### config.mk
export PLATFORM = sky130hd
export DESIGN_NAME = fmrm_ram
export DESIGN_NICKNAME = d
export VERILOG_FILES = /design/src/rtl/core/fmrm_ram.sv
export SDC_FILE = /design/constraint.sdc
export NUM_CORES = 1
export LEC_CHECK = 0
export ABC_CLOCK_PERIOD_IN_PS = 2700
export BUFFER_PORTS_ARGS = -buffer_cell sky130_fd_sc_hd__buf_2
export CAP_MARGIN = 20
export CORE_ASPECT_RATIO = 1.75
export CORE_UTILIZATION = 46
export DETAILED_ROUTE_END_ITERATION = 10
export GPL_ROUTABILITY_DRIVEN = 0
export PLACE_DENSITY = 0.72
export SLEW_MARGIN = 20
export SYNTH_ARGS = -nofsm -noshare
export SYNTH_HDL_FRONTEND = slang
export SYNTH_SLANG_ARGS = --single-unit
### constraint.sdc
create_clock -name clk -period 2.7 [get_ports clk]
set_input_delay 0.54 -clock clk [delete_from_list [all_inputs] [get_ports clk]]
set_output_delay 0.54 -clock clk [all_outputs]
set_load 0.02 [all_outputs]
### src/rtl/core/fmrm_ram.sv
module fmrm_ram #(
  parameter int WIDTH = 8,
  parameter int DEPTH = 4
) (
  input  logic                                clk,
  input  logic                                rst_n,
  input  logic                                we,
  input  logic [(DEPTH>1?$clog2(DEPTH):1)-1:0] waddr,
  input  logic [WIDTH-1:0]                    wdata,
  input  logic [(DEPTH>1?$clog2(DEPTH):1)-1:0] raddr,
  output logic [WIDTH-1:0]                    rdata
);
  logic [WIDTH-1:0] mem [DEPTH];
  logic [DEPTH-1:0] vld_r;
  logic [WIDTH-1:0] rdata_r;
  logic             rvld_r;

  always_ff @(posedge clk) begin
    if (we) begin
      mem[waddr] <= wdata;
    end
    rdata_r <= mem[raddr];
  end

  // entries never written read as zero
  always_ff @(posedge clk) begin
    if (!rst_n) begin
      vld_r  <= '0;
      rvld_r <= 1'b0;
    end else begin
      if (we) vld_r[waddr] <= 1'b1;
      rvld_r <= vld_r[raddr];
    end
  end

  assign rdata = rvld_r ? rdata_r : '0;

endmodule

# --- After elaboration in Yosys (flattened, before gate mapping) ---
# Memory sizes are Yosys's and may differ from the RTL's. A register that Yosys moved wholly into a read port is not among the register bits.
# Cells that the tools add are included.
classes:
  n_lt_le_gt_ge: 3
  n_eq_ne: 0
  reduce_logical: 1
  mux: 7
  multipliers: 0
  add_sub_neg: 0
  div_mod_pow: 0
  shift: 0
  n_bitwise: 1
ops:
  columns: ["operator", "count"]
  rows:
  - ["$mux W8", 1]
  - ["$lt A2 B3 Y1 const B", 2]
  - ["$mux W1", 4]
  - ["$or A4 B4 Y4", 1]
  - ["$bmux W1 S2", 1]
  - ["$demux W1 S2", 1]
  - ["$ge A2 B1 Y1 const B", 1]
  - ["$logic_and A1 B1 Y1", 1]
totals:
  rom_bits: 0
  latch_bits: 0
  memories: 1
  input_bits: 15
  elab_cells: 15
  output_inout_bits: 8
  ramBits: 32
  register_bits: 5
mem_list:
  columns: ["name", "depth", "word_bits", "rd", "rd_ports_with_merged_regs", "wr", "line_no", "rtl"]
  rows:
  - ["mem", 4, 8, 1, 1, 1, "13", "logic [WIDTH-1:0] mem [DEPTH];"]

# --- Longest topological paths before layout ---
logic_depth:
  word_depth: 5
  ltp_mapped: 3

# --- Least setup slack after synthesis ---
# No wires, ideal clock.
synth_timing:
  kind: "input port to flip-flop"
  startpoint: "input port waddr[1] (netlist name)"
  endpoint: "memory mem[0][0] (enable)"
  path_buffers: 0
  arrival_ns: 1.273
  path_stages: 1
  slack_ns: 1.039
  setup_time_ns: 0.388
  cell_sequence: "nor3b_1"
synth_lines:
  columns: ["item", "line_no", "rtl"]
  rows:
  - ["start: declaration", "8", "input logic [(DEPTH>1?$clog2(DEPTH):1)-1:0] waddr,"]
  - ["end: declaration", "13", null]
# Straight into the memory's write port.

# --- Worst setup path in the final report ---
layout_timing:
  startpoint: "register rvld_r"
  endpoint: "output port rdata[1]"
layout_via:
  elab_chain_len: 1
layout_lines:
  columns: ["item", "line_no", "rtl"]
  rows:
  - ["start: declaration", "16", "logic rvld_r;"]
  - ["start signal: assignment", "32", "rvld_r <= vld_r[raddr];"]
  - ["$mux W8", "36", "assign rdata = rvld_r ? rdata_r : '0;"]
  - ["end: declaration", "11", "output logic [WIDTH-1:0] rdata"]
# Every way passes these cells.

==> results.json <==
{
  "final.setup.tns_ns": 0,
  "power_frac_clock_pct": 37.6,
  "grt_pass1_wl_um": 3590,
  "synthXorXnorAreaFrac_pct": 0,
  "syn_area_per_cell_um2": 21.8,
  "cts_buffers": 5,
  "grt_max_degree": 15,
  "core_area_mm2": 0.00321,
  "relSlewSlack_pct": 69.5,
  "tightest_slew_ns": 0.458,
  "ant_nets": 0,
  "grt_antenna_before_repair": 0,
  "synth_top_area_share_pct": 60.5,
  "core.rowCount": 27,
  "pin_count": 23,
  "multi_input_area_um2": 350,
  "viasPerCell": 5.07,
  "crit_arrival_ns": 1.03,
  "clk_pin_slew_ns": 0.08,
  "internal-power_w": 0.00111,
  "clk_path_buf_depth": 2,
  "wl_per_cell_um": 15.6,
  "antenna_cells": 0,
  "yosysSeqAreaShare_pct": 76.9,
  "dr_total_vias": 735,
  "yosysMostFrequentCell": "edfxtp_1",
  "crit_type": "reg -> out",
  "ctsRootBufferMaster": "clkbuf_8",
  "final.setup_skew_ns": 0.00737,
  "combPwrFrac_pct": 4.8,
  "synth_compound_area_share_pct": 1.89,
  "firstDrtPassIters": 4,
  "numClockSinks": 45,
  "critPathLaunchType": "register",
  "period_share_pct": 58.1,
  "ctsResizeCount": 0,
  "htree_levels": 2,
  "total_power_w": 0.00137,
  "power_density_mw_per_mm2": 734,
  "synthSimpleGateAreaFrac_pct": 5.52,
  "rsz0062_at_grt": "false",
  "cts_tree": "yes",
  "synth_nets": 88,
  "start_util_pct": 49.5,
  "slew_violations": 0,
  "grt_usage_pct": 14.9,
  "whs_ns": 0.463,
  "ys_types": 11,
  "hold_violations": 0,
  "regArea_mm2": 0.00122,
  "required_ns": 2.16,
  "holdBufCountCts": 0,
  "yosysWarnings": 0,
  "yosysTopAreaCell": "edfxtp_1",
  "synthMuxAreaShare_pct": 14.7,
  "leakagePower_nw": 0.712,
  "synth_top_family_by_area": "multiplexers",
  "worstHoldStart": "wdata[4]",
  "worst_setup_path_end_kind": "primary output",
  "crit_path_start": "rvld_r$_SDFF_PN0_",
  "area_growth_pct": 17.3,
  "drv_cap": 0,
  "ys.flop_type": "edfxtp_1",
  "seq_power_share_pct": 57.7,
  "clkLatencyLatePin_ns": 0.29,
  "status": "finished, final reports clean",
  "io_buffers": 22,
  "worstPathMaxFanout": 8,
  "setup_viol": 0,
  "syn-cell-area_mm2": 0.00159,
  "fillers": 241,
  "first_global_vias": 763,
  "async_flop_share_pct": 0,
  "min_period_ns": 1.57,
  "synth_seq_cells": 45,
  "die_y_um": 79.7,
  "die-width_um": 46.4,
  "peakVddDrop_mv": 0.437,
  "max_clock_freq_ghz": 0.637,
  "drive_gt1_share_pct": 31.4,
  "synth_area_leaders": "edfxtp_1 61%, dfxtp_1 16%, mux4_1 13%",
  "hp-class": "in -> reg",
  "yosys.area_share.adder_pct": 0,
  "post_cts.repair.setup_buffers": 0,
  "synthTopCellsByCount": "32 x edfxtp_1, 13 x dfxtp_1, 9 x and2_1",
  "die-area_mm2": 0.00370,
  "drc_errors": 0,
  "routed_wl_um": 2260,
  "p_sw_w": 0.000254,
  "r2r_start": "vld_r[3]$_SDFFE_PN0P_",
  "synthCells": 73,
  "grt_overflow_total": 0,
  "layout.nets": 116,
  "power.share.switching_pct": 18.6,
  "synth_edf_count": 32,
  "drtIter0Drc": 14
}
==> critical path: stages, from the launching register on <==
cell and delay, ns:
dfxtp_1 0.43, and2_1 0.16, buf_2 0.15
==> worst paths after layout <==
kind / endpoint / slack, ns / cells after the start
worst min-delay path: mem[0][4]$_DFFE_PP_ / 0.46 / 1
worst min register to register: vld_r[3]$_SDFFE_PN0P_ / 0.48 / 1
worst max register to register: rvld_r$_SDFF_PN0_ / 1.67 / 2
worst max-delay path: rdata[1] / 1.13 / 2
==> per-stage QoR <==
step	cell area, um^2	utilization, %	worst slack, ns	cells
floorplan	1590	-	1.04	73
global placement	1740	54.3	1.10	137
detailed placement	1740	54.3	1.08	137
CTS	1860	58.1	1.09	145
global route	1860	58.1	1.05	145
finish	1860	58.1	1.13	145
==> placed cells by master (no fill, tap or decap), types with 2 or more instances in the layout <==
cell type,instances
and2_1,9
and3b_1,2
buf_2,22
clkbuf_8,6
dfxtp_1,13
edfxtp_1,32
mux4_1,8
o21a_1,4
==> area by class of cell <==
class | instances | share of cell area, %
Timing Repair Buffer | 23 | 6.31
Sequential cell | 45 | 65.5
Tap cell | 43 | 2.89
Clock buffer | 6 | 4.43
Clock inverter | 2 | 2.01
Multi-Input combinational cell | 26 | 18.8
==> routing by layer <==
layer  track usage, %  routed length (um)  vias to the layer above
met5                0                   0                        -
met4             8.82                  65                        0
met3             5.43                  90                        6
met2             23.9                1260                       22
met1             15.7                 844                      358
li1                 -                   -                      349
==> flip-flops by register name, summed over array words and instances, names as in the netlist <==
name and cells:
mem 32, rdata_r 8, vld_r 4, rvld_r 1
==> kinds of logic after synthesis <==
logic type	Yosys count
compound gates	4
buf+inv	2
flops	45
mux	9
simple gates	13
==> power groups by stage <==
| stage | combinational [W] | clock, W | sequential [W] |
|---|---|---|---|
| global route | 0.0000717 | 0.000553 | 0.000793 |
| finish | 0.0000650 | 0.000513 | 0.000788 |
| detailed placement | 0.0000670 | 0 | 0.000805 |
| global placement | 0.0000632 | 0 | 0.000802 |
| floorplan | 0.0000412 | 0 | 0.000801 |
| CTS | 0.0000670 | 0.000527 | 0.000789 |
Power figures use the tool's default switching activity.
